## src/hw/rtl/dcth_pkg.sv

```systemverilog
`default_nettype none

package dcth_pkg;

	localparam int SIDE = 8;
	localparam int IDX_W = $clog2(SIDE);
	localparam int CELLS = SIDE * SIDE;
	localparam int CELL_W = $clog2(CELLS);
	localparam int MASTER_BITS = 24;
	localparam int COS_FRAC_DEFAULT = 14;

	typedef struct packed {
		logic valid;
		logic first;
		logic last;
		logic col;
	} mac_ctl_t;

	// magnitude of round(2^24 * 0.5 * cos(m*pi/16))
	function automatic int master_mag(input logic [3:0] m);
		int v;
		v = 0;
		unique case (m)
			4'd0: v = 8388608;
			4'd1: v = 8227423;
			4'd2: v = 7750063;
			4'd3: v = 6974873;
			4'd4: v = 5931642;
			4'd5: v = 4660461;
			4'd6: v = 3210181;
			4'd7: v = 1636536;
			default: v = 0;
		endcase
		return v;
	endfunction

	// fixed-point a_k * cos((2n+1)k*pi/16), halves rounded away from zero
	function automatic int cos_entry(input logic [IDX_W-1:0] k, input logic [IDX_W-1:0] n,
			input int frac);
		logic [4:0] m;
		logic       neg;
		int         s;
		int         mag;
		m = {1'b0, n, 1'b1} * {2'b00, k};
		neg = 1'b0;
		s = MASTER_BITS - frac;
		if (k == '0) begin
			m = 5'd4;
		end else begin
			if (m > 5'd16) begin
				m = 5'd0 - m;
			end
			if (m > 5'd8) begin
				m = 5'd16 - m;
				neg = 1'b1;
			end
		end
		mag = (master_mag(m[3:0]) + (1 << (s - 1))) >>> s;
		return neg ? -mag : mag;
	endfunction

endpackage

`default_nettype wire

```

## src/hw/rtl/dcth_mac.sv

```systemverilog
`default_nettype none

module dcth_mac
	import dcth_pkg::*;
#(
	parameter int COS_FRACTION_BITS = COS_FRAC_DEFAULT
) (
	input  wire logic                                  clk,
	input  wire logic                                  arst_n,
	input  wire mac_ctl_t                              ctl_s1,
	input  wire logic signed [COS_FRACTION_BITS+12:0]  a_s1,
	input  wire logic signed [COS_FRACTION_BITS:0]     c_s1,
	output      mac_ctl_t                              ctl_s2,
	output      logic signed [2*COS_FRACTION_BITS+16:0] acc_next
);

	localparam int RW = COS_FRACTION_BITS + 13;
	localparam int CW = COS_FRACTION_BITS + 1;
	localparam int PW = RW + CW;
	localparam int AW = 2 * COS_FRACTION_BITS + 17;

	logic signed [PW-1:0] prod_s2;
	logic signed [AW-1:0] acc_q;

	always_ff @(posedge clk or negedge arst_n) begin
		if (!arst_n) begin
			ctl_s2 <= '0;
		end else begin
			ctl_s2 <= ctl_s1;
		end
	end

	always_ff @(posedge clk) begin
		if (ctl_s1.valid) begin
			prod_s2 <= a_s1 * c_s1;
		end
		if (ctl_s2.valid) begin
			acc_q <= acc_next;
		end
	end

	assign acc_next = (ctl_s2.first ? AW'(0) : acc_q) + AW'(prod_s2);

endmodule

`default_nettype wire

```

## config.mk

```make
export PLATFORM = sky130hd
export DESIGN_NAME = dcth_mac
export DESIGN_NICKNAME = d
export VERILOG_FILES = /design/src/hw/rtl/dcth_pkg.sv /design/src/hw/rtl/dcth_mac.sv
export SDC_FILE = /design/constraint.sdc
export NUM_CORES = 1
export LEC_CHECK = 0
export ABC_CLOCK_PERIOD_IN_PS = 7200
export BUFFER_PORTS_ARGS = -buffer_cell sky130_fd_sc_hd__buf_2
export CAP_MARGIN = 20
export CORE_UTILIZATION = 45
export CTS_CLUSTER_SIZE = 10
export DETAILED_ROUTE_END_ITERATION = 10
export PLACE_DENSITY = 0.61
export SLEW_MARGIN = 20
export SYNTH_ARGS = -nofsm -noshare
export SYNTH_HDL_FRONTEND = slang
export SYNTH_SLANG_ARGS = --single-unit
export TNS_END_PERCENT = 1
```

## constraint.sdc

```tcl
create_clock -name clk -period 7.2 [get_ports clk]
set_clock_uncertainty 0.05 [all_clocks]
set_input_delay 0.36 -clock clk [delete_from_list [all_inputs] [get_ports clk]]
set_output_delay 0.36 -clock clk [all_outputs]
set_load 0.02 [all_outputs]
```

After elaboration in Yosys (flattened, before gate mapping)
Cells that the tools add are included.
{"block": "totals", "wordCells": 9, "out_inout_bits": 49, "reg_bits": 91}
{"block": "op_classes", "mux": 1, "mul": 1, "n_addsub": 1}
{"cell": "adder 45 x 42 -> 45 bit", "n": 1}
{"cell": "two-way mux 45 bit", "n": 1}
{"cell": "multiplier 27 x 15 -> 42 bit", "n": 1}

Longest topological paths before layout
Gate-level depths: netlist of run 1.
{"block": "logic_depth", "depth_word": 2, "mapped_depth": 24, "ltp_nobuf": 22}

Worst setup path after synthesis of run 1
Ideal clock, no wire load.
{"block": "synth_path", "path_type": "input to register", "start": "input c_s1[2]", "end": "register prod_s2[39] (data pin)", "t_arrival_ns": 6.114, "t_required_ns": 6.891, "n_path_buf": 3, "path_slack_ns": 0.777, "cell_stages": 22, "path_cell_list": "clkbuf_1 clkbuf_1 nand2_1 fa_1 inv_1 fa_1 fa_1 fa_1 fa_1 inv_1 fa_1 inv_1 ha_1 clkbuf_1 and3_1 a221o_1 a41oi_1 nand2_1 nor3_1 nor3b_1 a21o_1 a211o_1"}
{"block": "synth_between", "elab_chain_cells": 1}
{"item": "start: declaration", "line": "dcth_mac.sv:12", "source": "input wire logic signed [COS_FRACTION_BITS:0] c_s1,"}
{"item": "multiplier 27 x 15 -> 42 bit", "line": "dcth_mac.sv:35", "source": "prod_s2 <= a_s1 * c_s1;"}
{"item": "end signal: assignment", "line": "dcth_mac.sv:35"}
{"item": "end: declaration", "line": "dcth_mac.sv:22", "source": "logic signed [PW-1:0] prod_s2;"}
No other way between the ends.
A chain may end at the register's enable or synchronous reset.

Worst setup path after layout of run 1
{"block": "layout_path", "start": "input c_s1[6]", "end": "register prod_s2[38] (data pin)"}
Same word-level chain as after synthesis.

==> results.txt, run 1 <==
The number of vias in the routed layout is around 15000. The hold violation count in the final report came out at 0. The area of the placeable core is 0.04336 mm^2.

Of the synthesized area, sequential elements account for 0.1361. Setup violations remaining at the end of the flow were counted as 0. The number of buffers inserted during clock tree synthesis is 9. The final layout contains 2778 nets. The most used flip-flop cell after synthesis is sky130_fd_sc_hd__edfxtp_1.

The kind of critical path is in -> reg. The die outline width came out at 212.4 um. The overall track demand over capacity in global routing came out at 0.2315. In the synthesized netlist, the cells that appear most often are sky130_fd_sc_hd__inv_1 (460), sky130_fd_sc_hd__fa_1 (379), sky130_fd_sc_hd__nand2_1 (282), sky130_fd_sc_hd__and2_1 (153), sky130_fd_sc_hd__ha_1 (150). The DRC marker count from the first detailed-route iteration is 959. The count of yosys warnings during synthesis is 0.

The count of different cell masters after synthesis came out at 65. The die outline area is 0.04513 mm^2. The number of search-and-repair iterations in the first detailed-routing pass is 5. The die boundary height came out at 212.4 um. After detailed routing, the number of remaining DRC violations is 0. The worst endpoint required time is about 7300 ps. The number of global-route vias before repair came out at 15368.

The area share of the largest cell type after synthesis came out at 0.3807. The run finished with clean final reports. Following the worst setup path forward leads to its endpoint at prod_s2[38].

The initial standard-cell utilization of the core is 0.4596. Row generation in the floorplan step produced 76 rows. The number of H-tree branching levels came out at 3. The worst setup path is captured at a register. Clock latency on the worst-skew pair, taken at its later pin, is about 350 ps.

The smallest clock period supported by the final layout is computed as 6776 ps. The maximum clock insertion buffer count is 2. The highest fanout seen on the critical path is 27. The clock net sink count is 91.

The reported max-cap violation count came out at 0. The critical path arrival is 6890 ps. The share of layout cells above drive strength 1 came out at 0.06120. The number of instances in the synthesized netlist came out at 2172.

The number of hold buffers added after CTS is 1. The number of slew-limit violations in the final report is 0. The internal reg-to-reg setup slack came out at 2920 ps. TritonCTS built the clock tree. Once the clock tree was built, the setup fixing pass inserted 0 buffers. The initial antenna violation count is 1. The clock transition at the registers of the reported paths came out at approximately 60 ps.

Setup repair after global routing left no endpoint under its margin. Tracing the worst setup path back leads to its startpoint at c_s1[6]. The number of top-level design ports is 97. By area the synthesized netlist is led by sky130_fd_sc_hd__fa_1 (38%), sky130_fd_sc_hd__edfxtp_1 (13%), sky130_fd_sc_hd__ha_1 (9.4%). The share of the clock period used by the worst path came out at 0.9411.

A synthesized cell averages 9.175 um^2. In this run the critical register-to-register path is launched from ctl_s2[2]. For this run, the top clock speed supported by timing is 147.6 MHz. The most common cell in the synthesized netlist is sky130_fd_sc_hd__inv_1.

The pin slew with the least headroom to its limit is ~950 ps. The routed design has 49.88 mm of wire. In the final routed layout, each cell accounts on average for roughly 18 um.

The number of I/O port buffers came out at 96. The aggregate negative setup slack came out at 0 ps. The worst register-to-register path ends at acc_q[43]. The worst slew margin relative to its limit came out at 0.3644. The flop and latch count out of synthesis is around 90.

Global routing finished with a remaining overflow of 0. The number of cell instances on the worst register-to-register path came out at 11. The count of antenna-violating nets left after detailed routing came out at 0. Of all flip-flops after synthesis, the portion carrying an async set or reset was 0.04396. The library cell with the largest summed area after synthesis is sky130_fd_sc_hd__fa_1.

The layout overhead on the synthesized area is 6.379%. Counting every net in the synthesized netlist gives between 2000 and 3000. The cell sitting at the root of the clock tree is a sky130_fd_sc_hd__clkbuf_16. The first global-routing pass estimated 81.38 mm of wire.

The final weighted congestion in routability-driven placement is between 0.9 and 1. The number of synthesized flops with an enable pin is 87. The pin count of the biggest net entering global routing is 47. The post-cts sizing count came out at 0. The detailed placement HPWL came out at 39.58 mm. The startpoint class of the critical path is an input pin. The number of vias per cell came out at roughly 5.3. The area of the mapped netlist came out at 0.01993 mm^2.

The worst hold path class is in -> reg.
## cell families (layout without fill, tap and decap cells)
logic type | Yosys count | in the layout | synth area share
AND/OR/NAND/NOR | 662 | 662 | 0.1624
buffers and inverters | 554 | 588 | 0.1047
adder cells (fa/ha/maj) | 529 | 529 | 0.4749
AO/OA/AOI/OAI | 260 | 260 | 0.08840
flip-flops | 91 | 91 | 0.1361
XOR/XNOR | 75 | 75 | 0.03296
multiplexers | 1 | 1 | 0.0005023
other | 0 | 1 | 0
## layout make-up
cell class | instances | area [um^2]
repair buffers | 112 | 603.1
well taps | 585 | 732.0
clock buffers | 9 | 225.2
multi-input cells | 1527 | 15130
inverters | 460 | 1727
flip-flops and latches | 91 | 2714
diodes | 1 | 2.502
clock inverters | 7 | 67.56
fillers | 4116 | 22160
## placed cells by master (no fill, tap or decap), types with 8 or more instances in the layout
| cell | instances |
|---|---|
| sky130_fd_sc_hd__and2_1 | 153 |
| sky130_fd_sc_hd__xor2_1 | 18 |
| sky130_fd_sc_hd__nand2_1 | 282 |
| sky130_fd_sc_hd__a21o_1 | 46 |
| sky130_fd_sc_hd__ha_1 | 150 |
| sky130_fd_sc_hd__o21bai_1 | 11 |
| sky130_fd_sc_hd__nor2_1 | 69 |
| sky130_fd_sc_hd__nor3_1 | 19 |
| sky130_fd_sc_hd__fa_1 | 379 |
| sky130_fd_sc_hd__a21oi_1 | 65 |
| sky130_fd_sc_hd__inv_1 | 460 |
| sky130_fd_sc_hd__and3_1 | 16 |
| sky130_fd_sc_hd__nand3_1 | 22 |
| sky130_fd_sc_hd__a31oi_1 | 10 |
| sky130_fd_sc_hd__clkbuf_16 | 9 |
| sky130_fd_sc_hd__o21ai_0 | 38 |
| sky130_fd_sc_hd__nand2b_1 | 12 |
| sky130_fd_sc_hd__a211oi_1 | 16 |
| sky130_fd_sc_hd__xnor2_1 | 57 |
| sky130_fd_sc_hd__buf_4 | 15 |
| sky130_fd_sc_hd__nor2b_1 | 59 |
| sky130_fd_sc_hd__o21a_1 | 9 |
| sky130_fd_sc_hd__nand4_1 | 8 |
| sky130_fd_sc_hd__buf_2 | 96 |
| sky130_fd_sc_hd__edfxtp_1 | 87 |
## worst max-delay path, stage by stage
cell and delay [ps]:
sky130_fd_sc_hd__buf_2 530, sky130_fd_sc_hd__nand2_1 170, sky130_fd_sc_hd__fa_1 560, sky130_fd_sc_hd__inv_1 50
sky130_fd_sc_hd__fa_1 500, sky130_fd_sc_hd__inv_1 50, sky130_fd_sc_hd__fa_1 530, sky130_fd_sc_hd__inv_1 50
sky130_fd_sc_hd__fa_1 440, sky130_fd_sc_hd__fa_1 490, sky130_fd_sc_hd__inv_1 50, sky130_fd_sc_hd__fa_1 470
sky130_fd_sc_hd__inv_1 40, sky130_fd_sc_hd__ha_1 330, sky130_fd_sc_hd__a211oi_1 230, sky130_fd_sc_hd__o21ai_0 160
sky130_fd_sc_hd__o21ai_0 400, sky130_fd_sc_hd__o21ai_1 160, sky130_fd_sc_hd__a311oi_1 620, sky130_fd_sc_hd__nor2_1 240
sky130_fd_sc_hd__a211o_1 310, sky130_fd_sc_hd__o311ai_1 90
## flip-flops by register name, summed over array words and instances (netlist names)
signal,cells
acc_q,45
prod_s2,42
ctl_s2,4
## how the worst min path moves through the flow
stage | start | endpoint | cells after the start
after detailed placement | arst_n | ctl_s2[2] | 1
after global placement | arst_n | ctl_s2[2] | 1
final | ctl_s1[1] | ctl_s2[1] | 1
after global routing | ctl_s1[1] | ctl_s2[1] | 1
after floorplan | arst_n | ctl_s2[0] | 0
after CTS | ctl_s1[1] | ctl_s2[1] | 1
## stage by stage
stage	util	setup slack, ps	hold WS, ps	area (um^2)	std cells
floorplan	-	776.9	14.41	19930	2172
global placement	0.4819	363.8	114.5	20900	2774
detailed placement	0.4819	188.1	117.5	20900	2774
CTS	0.4889	539.1	56.60	21200	2791
global route	0.4889	174.0	59.40	21200	2792
finish	0.4889	424.4	67.54	21200	2792
## per-layer routing
| layer | GRT usage | up-vias | share of wire |
|---|---|---|---|
| met3 | 0.02304 | 46 | 0.063 |
| li1 | - | 6777 | - |
| met5 | 0 | - | 0 |
| met4 | 0.05160 | 0 | 0.014 |
| met2 | 0.3733 | 468 | 0.46 |
| met1 | 0.3367 | 7373 | 0.46 |
Power of run 1 is left out: the tool's default activity adds up to more than one toggle a clock period on the data nets, which glitch-free logic cannot reach.
==> run 2, diff against run 1 <==
--- a/config.mk
+++ b/config.mk
@@ -8,9 +8,11 @@
 export ABC_CLOCK_PERIOD_IN_PS = 7200
 export BUFFER_PORTS_ARGS = -buffer_cell sky130_fd_sc_hd__buf_2
 export CAP_MARGIN = 20
+export CORE_ASPECT_RATIO = 1.25
 export CORE_UTILIZATION = 45
 export CTS_CLUSTER_SIZE = 10
 export DETAILED_ROUTE_END_ITERATION = 10
+export HOLD_SLACK_MARGIN = 0.08
 export PLACE_DENSITY = 0.61
 export SLEW_MARGIN = 20
 export SYNTH_ARGS = -nofsm -noshare
==> run 2 against run 1 <==
Design area is essentially flat. Count of clock-buffer cells in the layout increased by 1. Utilization is 0.054 points lower. Wire length fell by 0.11%. Hold slack better by 210 ps. Die area about the same. Critical path depth is 4 lower.
==> results.txt, run 2 (synthesis results as in run 1) <==
The post-layout minimum cycle time came to 6519 ps (-256.9 ps). The wire length on met2 came out at 24.15 mm (+5.5%). The pin count of the biggest net entering global routing came out at 47 (unchanged).

Counting flops per register, the top entry is acc_q. The stage delay of the slowest cell on the critical path was 570 ps (-50 ps). The clock root buffer is sky130_fd_sc_hd__clkbuf_16. The number of vias per cell came to 5.277 (+0.47%). The initial antenna violation count is 0 (-1).

The routed length on met1 is 21.36 mm (-7.7%). The number of buffers inserted during clock tree synthesis came out at 9 (unchanged). The run finished with clean final reports. The number of I/O port buffers is 96 (unchanged).

The detailed route wirelength on metal3 came out at 3.085 mm (-2.3%). The wire length of the first global-routing pass is 82.08 mm (+0.86%). The die boundary height came to 237.3 um (+12%). The number of flip-flops under the largest register name came to 45 (unchanged). The number of cell instances on the worst register-to-register path came out at 11 (unchanged). The DRC marker count from the first detailed-route iteration is 652 (-32%).

The worst endpoint required time is 7320 ps (about the same). The row count came out at 85 (+12%). The startpoint identified for the worst register-to-register timing path is ctl_s2[2]. The critical path's most frequent cell is sky130_fd_sc_hd__fa_1. The total placed instance area came out at 0.02089 mm^2 (about the same). The cell area after layout is 0.02119 mm^2 (about the same). STA classifies the critical path endpoint as a register. The clock tree from TritonCTS is yes.

The average detailed-routed wire length per instance is 17.95 um (+0.47%). The critical path arrival came out at 6640 ps (-250 ps). The share of layout cells above drive strength 1 was 0.06151 (+0.0003139). The post-route DRC violation count is 0 (unchanged). The pin slew with the least headroom to its limit is 933.9 ps (-19.50 ps).

The remaining global-route overflow is 0 (unchanged). The highest fanout seen on the critical path came out at 27 (unchanged). The overall track demand over capacity in global routing came to 0.2328 (+0.001254).

The commonest non-fill, non-tap cell in the layout is sky130_fd_sc_hd__inv_1. The aggregate negative setup slack is 0 ps (unchanged). The layout overhead on the synthesized area is 6.335% (about the same). The number of slew-limit violations in the final report was 0 (unchanged). Routed signal wires occupy layers up through met4. Traced cell by cell, the critical path runs through buf_2 > nand2_1 > fa_1 > fa_1 > fa_1 > fa_1 > fa_1 > fa_1 > inv_1 > ha_1 > o21ai_0 > o21ai_0 > o21ai_0 > o21ai_1 > a311oi_1 > nor2_1 > a211o_1 > o311ai_1. The top achievable clock speed came to 153.4 MHz (+3.9%).

The number of vias in the routed layout came to 14648 (-0.11%). The share of the clock period used by the worst path came out at 0.9054 (-0.03569). The net count of the finished layout came out at 2784 (+0.22%). The number of search-and-repair iterations in the first detailed-routing pass came out at 5 (unchanged). The critical path is of the in -> reg type. The area of the placeable core came out at 0.04339 mm^2 (about the same).

The reported max-cap violation count came out at 0 (unchanged). The detailed placement HPWL came out at 39.36 mm (-0.57%). The internal reg-to-reg setup slack came out at 2830 ps (-90 ps). The final weighted congestion in routability-driven placement came out at 0.8550 (-12%). In the layout the commonest cells are sky130_fd_sc_hd__inv_1 (460), sky130_fd_sc_hd__fa_1 (379), sky130_fd_sc_hd__nand2_1 (282), sky130_fd_sc_hd__and2_1 (153), sky130_fd_sc_hd__ha_1 (150). STA classifies the critical path startpoint as an input pin. The die outline width is 190.2 um (-10%).

Setup repair after global routing left no endpoint under its margin. The worst slew margin relative to its limit is 0.3774 (+0.01300). The post-CTS setup-driven buffer insertion count is 0 (unchanged). The hold violation count in the final report is 0 (unchanged). The count of final setup violators is 0 (unchanged).

The worst register-to-register path ends at acc_q[39]. The clock transition at the registers of the reported paths came out at 60 ps (about the same). The worst hold path class is in -> async. The initial standard-cell utilization of the core was 0.4593 (about the same). The count of antenna-violating nets left after detailed routing is 0 (unchanged).

The die outline area is 0.04514 mm^2 (about the same). The number of H-tree branching levels came out at 3 (unchanged). The maximum clock insertion buffer count is 2 (unchanged). The clock net sink count was 91 (unchanged). The number of global-route vias before repair is 15856 (+3.2%). The largest registers in the layout are acc_q (45), prod_s2 (42), ctl_s2 (4). The critical path's slowest cell is sky130_fd_sc_hd__fa_1. The clock latency reported for the late side of the worst-skew pair was 360 ps (about the same). The number of diodes added for antenna fixing came out at 0 (-1).

The final wirelength is 49.82 mm (-0.11%). The number of top-level design ports was 97 (unchanged).
-- run 2: area by class of cell --
cell class | count | area (um^2)
Clock buffer | 10 | 229.0
Inverter | 460 | 1727
Clock inverter | 5 | 30.03
Fill cell | 4139 | 22200
Sequential cell | 91 | 2714
Timing Repair Buffer | 118 | 655.6
Tap cell | 565 | 706.9
Multi-Input combinational cell | 1527 | 15130
-- run 2: metal layers --
| layer | up-vias | GRT usage |
|---|---|---|
| met1 | 7354 | 0.2989 |
| li1 | 6798 | - |
| met5 | - | 0 |
| met2 | 417 | 0.3987 |
| met3 | 79 | 0.04105 |
| met4 | 0 | 0.06982 |
-- run 2: how the worst max path moves through the flow --
stage	startpoint	endpoint	slack [ps]	cells past startpoint
after detailed placement	c_s1[6]	prod_s2[38]	270	22
after floorplan	c_s1[2]	prod_s2[39]	780	22
final	c_s1[0]	prod_s2[38]	680	18
after global placement	c_s1[6]	prod_s2[38]	360	22
after CTS	c_s1[6]	prod_s2[38]	650	22
after global routing	c_s1[6]	prod_s2[38]	390	22
-- run 2: metrics by stage --
stage / std cells / hold WS [ps] / util / setup WS (ps)
after global routing: 2776 / 291.1 / 0.4884 / 391.1
final: 2776 / 281.0 / 0.4884 / 681.3
after CTS: 2776 / 266.6 / 0.4884 / 653.1
after floorplan: 2172 / 14.41 / - / 776.9
after detailed placement: 2757 / 117.4 / 0.4815 / 271.1
after global placement: 2757 / 114.7 / 0.4815 / 356.0
-- run 2: what timing repair did --
| action | 4_1_cts | 5_1_grt |
|---|---|---|
| hold buffers | 4 | 0 |
| endpoints found under the setup margin | 0 | 0 |
| endpoints found under the hold margin | 7 | 0 |
| resized for setup | 0 | 0 |
-- run 2: worst max-delay path: cells and delay by family --
| kind | cells | cell delay (ps) |
|---|---|---|
| buffers and inverters | 2 | 550 |
| AND/OR/NAND/NOR | 2 | 370 |
| AO/OA/AOI/OAI | 7 | 1930 |
| adder cells (fa/ha/maj) | 7 | 3430 |
Power of run 2 is left out for the same reason.
==> run 3, diff against run 2 <==
--- a/config.mk
+++ b/config.mk
@@ -14,6 +14,7 @@
 export DETAILED_ROUTE_END_ITERATION = 10
 export HOLD_SLACK_MARGIN = 0.08
 export PLACE_DENSITY = 0.61
+export REMOVE_ABC_BUFFERS = 1
 export SLEW_MARGIN = 20
 export SYNTH_ARGS = -nofsm -noshare
 export SYNTH_HDL_FRONTEND = slang
==> run 3 against run 2 <==
Maximum frequency fell by 1.5%. Utilization rose by 0.10 points. Design area rose by 0.21%. Non-clock buffer count fell by 2. Sequential share of layout area barely moved. Critical endpoint is now prod_s2[39].
==> results.txt, run 3 (synthesis results as in run 1) <==
The count of antenna-violating nets left after detailed routing is 0 (unchanged). The number of flip-flops under the largest register name is 45 (unchanged). The wire length of the first global-routing pass was 82.87 mm (+0.97%). The clock net sink count came out at 91 (unchanged). The number of H-tree branching levels was 3 (unchanged). The share of the clock period used by the worst path was 0.9188 (+0.01340).

The layout overhead on the synthesized area came out at 6.555%. The final weighted congestion in routability-driven placement was 0.9363 (+9.5%). The highest fanout seen on the critical path is 27 (unchanged). The worst endpoint required time came to 7250 ps (-70 ps). CTS placed an instance of sky130_fd_sc_hd__clkbuf_16 at the clock tree root. The count of final setup violators is 0 (unchanged).

The worst hold path class is in -> async. The final wirelength is 50.18 mm (+0.71%). The die outline area is 0.04514 mm^2 (unchanged). The post-route DRC violation count was 0 (unchanged). The number of search-and-repair iterations in the first detailed-routing pass was 5 (unchanged).

The number of diodes added for antenna fixing came out at 0 (unchanged). The die boundary height came out at 237.3 um (unchanged). The stage delay of the slowest cell on the critical path is 590 ps (+20 ps). The top cell types in the final layout, fill and taps aside, are sky130_fd_sc_hd__inv_1 (460), sky130_fd_sc_hd__fa_1 (379), sky130_fd_sc_hd__nand2_1 (282), sky130_fd_sc_hd__and2_1 (153), sky130_fd_sc_hd__ha_1 (150). The endpoint identified for the worst register-to-register timing path is acc_q[40]. The library cell used most frequently in the layout, excluding fill and tap cells, is sky130_fd_sc_hd__inv_1. The net count of the finished layout came out at 2782 (-0.072%). The worst setup path is launched from an input pin. The cell that appears most often on the critical path is sky130_fd_sc_hd__fa_1. The capture point of the critical path is prod_s2[39]. The row count is 85 (unchanged).

The overall track demand over capacity in global routing is 0.2340 (+0.001188). On the critical path, the stage with the largest delay is an instance of sky130_fd_sc_hd__fa_1. The share of layout cells above drive strength 1 is 0.06154 (about the same). The utilization of the core after routing came out at 0.4894 (+0.001010). The DRC marker count from the first detailed-route iteration came out at 866 (+33%).

The number of top-level design ports is 97 (unchanged). The clock transition at the registers of the reported paths came to 70 ps (about the same). The number of slew-limit violations in the final report is 0 (unchanged).

The post-layout minimum cycle time is 6615 ps (+96.45 ps). The internal reg-to-reg setup slack is 3010 ps (+180 ps). The maximum clock insertion buffer count came out at 2 (unchanged). The clock latency reported for the late side of the worst-skew pair is 350 ps (about the same). The cell total after placement is 2755 (-0.073%). The aggregate negative setup slack is 0 ps (unchanged). The worst setup path is captured at a register. The flow ran to the end, and the final reports show no timing, DRC or antenna violations. The number of vias per cell is 5.325 (+0.92%).

In the final layout, the registers with the most flip-flops are acc_q (45), prod_s2 (42), ctl_s2 (4). The number of vias in the routed layout came out at 14778 (+0.89%). The detailed placement HPWL came out at 40.18 mm (+2.1%). The initial antenna violation count is 0 (unchanged). The reported max-cap violation count is 0 (unchanged). The initial standard-cell utilization of the core came to 0.4593 (unchanged). The worst setup path is of the in -> reg kind.

The hold violation count in the final report is 0 (unchanged). TritonCTS built the clock tree. The number of buffers inserted during clock tree synthesis came out at 9 (unchanged). The hold slack came out at 293.5 ps (+12.51 ps). The critical path arrival is 6660 ps (+20 ps). The pin slew with the least headroom to its limit is 977.2 ps (+43.25 ps).

The top achievable clock speed is 151.2 MHz (-1.5%). The number of I/O port buffers came to 96 (unchanged). The die outline width is 190.2 um (unchanged).

The pin count of the biggest net entering global routing is 47 (unchanged). The worst slew margin relative to its limit is 0.3486 (-0.02883). The signal on the critical path passes through buf_2 > nand2_1 > inv_1 > fa_1 > fa_1 > fa_1 > fa_1 > fa_1 > inv_1 > fa_1 > inv_1 > ha_1 > and3_1 > a221o_1 > a41oi_1 > nand2_1 > nor3_1 > nor3b_1 > buf_4 > a21o_1 > a211o_1. The area of the placeable core is 0.04339 mm^2 (unchanged). Setup repair after global routing left no endpoint under its margin. The number of global-route vias before repair is 15819 (-0.23%). The most critical setup path has its startpoint at c_s1[0]. The non-filler instance count after layout is 2775 (-0.036%).

The average detailed-routed wire length per instance was 18.08 um (+0.75%). The number of cell instances on the worst register-to-register path was 11 (unchanged). The worst flop-to-flop path startpoint is ctl_s2[2]. The register with the most flip-flops in the final layout is acc_q.

The remaining global-route overflow is 0 (unchanged).
==> run 3: metrics by stage <==
step | instance area, um^2 | worst slack, ps
4_1_cts | 21240 | 603.3
2_1_floorplan | 19570 | 1183
3_3_place_gp | 20880 | 409.4
3_5_place_dp | 20880 | 244.8
6_report | 21240 | 584.8
5_1_grt | 21240 | 318.4
==> run 3: timing repair <==
item	CTS	global route
hold buffers	4	0
endpoints found under the hold margin	7	0
setup buffers	0	0
gates resized for setup	0	0
==> run 3: area by class of cell <==
class | count | area [um^2]
fillers | 4209 | 22160
multi-input cells | 1527 | 15130
flip-flops and latches | 91 | 2714
inverters | 460 | 1727
well taps | 565 | 706.9
repair buffers | 116 | 640.6
clock buffers | 11 | 232.7
clock inverters | 5 | 85.08
==> run 3: worst max-delay path: cells and delay by family <==
family	cells	cell delay (ps)
buffers and inverters	5	940
AND/OR/NAND/NOR	5	980
adder cells (fa/ha/maj)	7	3320
AO/OA/AOI/OAI	4	1050
==> run 3: routing by layer <==
metal / vias up / GRT usage / share of wire
met3: 59 / 0.02303 / 0.053
met4: 0 / 0.04558 / 0.016
met1: 7482 / 0.3036 / 0.42
li1: 6789 / - / -
met5: - / 0 / 0
met2: 448 / 0.4221 / 0.51
==> run 3: how the worst min path moves through the flow <==
stage / from / to / slack, ps
finish: arst_n / ctl_s2[0] / 290
global route: arst_n / ctl_s2[0] / 310
CTS: arst_n / ctl_s2[0] / 290
detailed placement: arst_n / ctl_s2[0] / 120
global placement: arst_n / ctl_s2[0] / 110
floorplan: arst_n / ctl_s2[0] / 10
Power of run 3 is left out for the same reason.
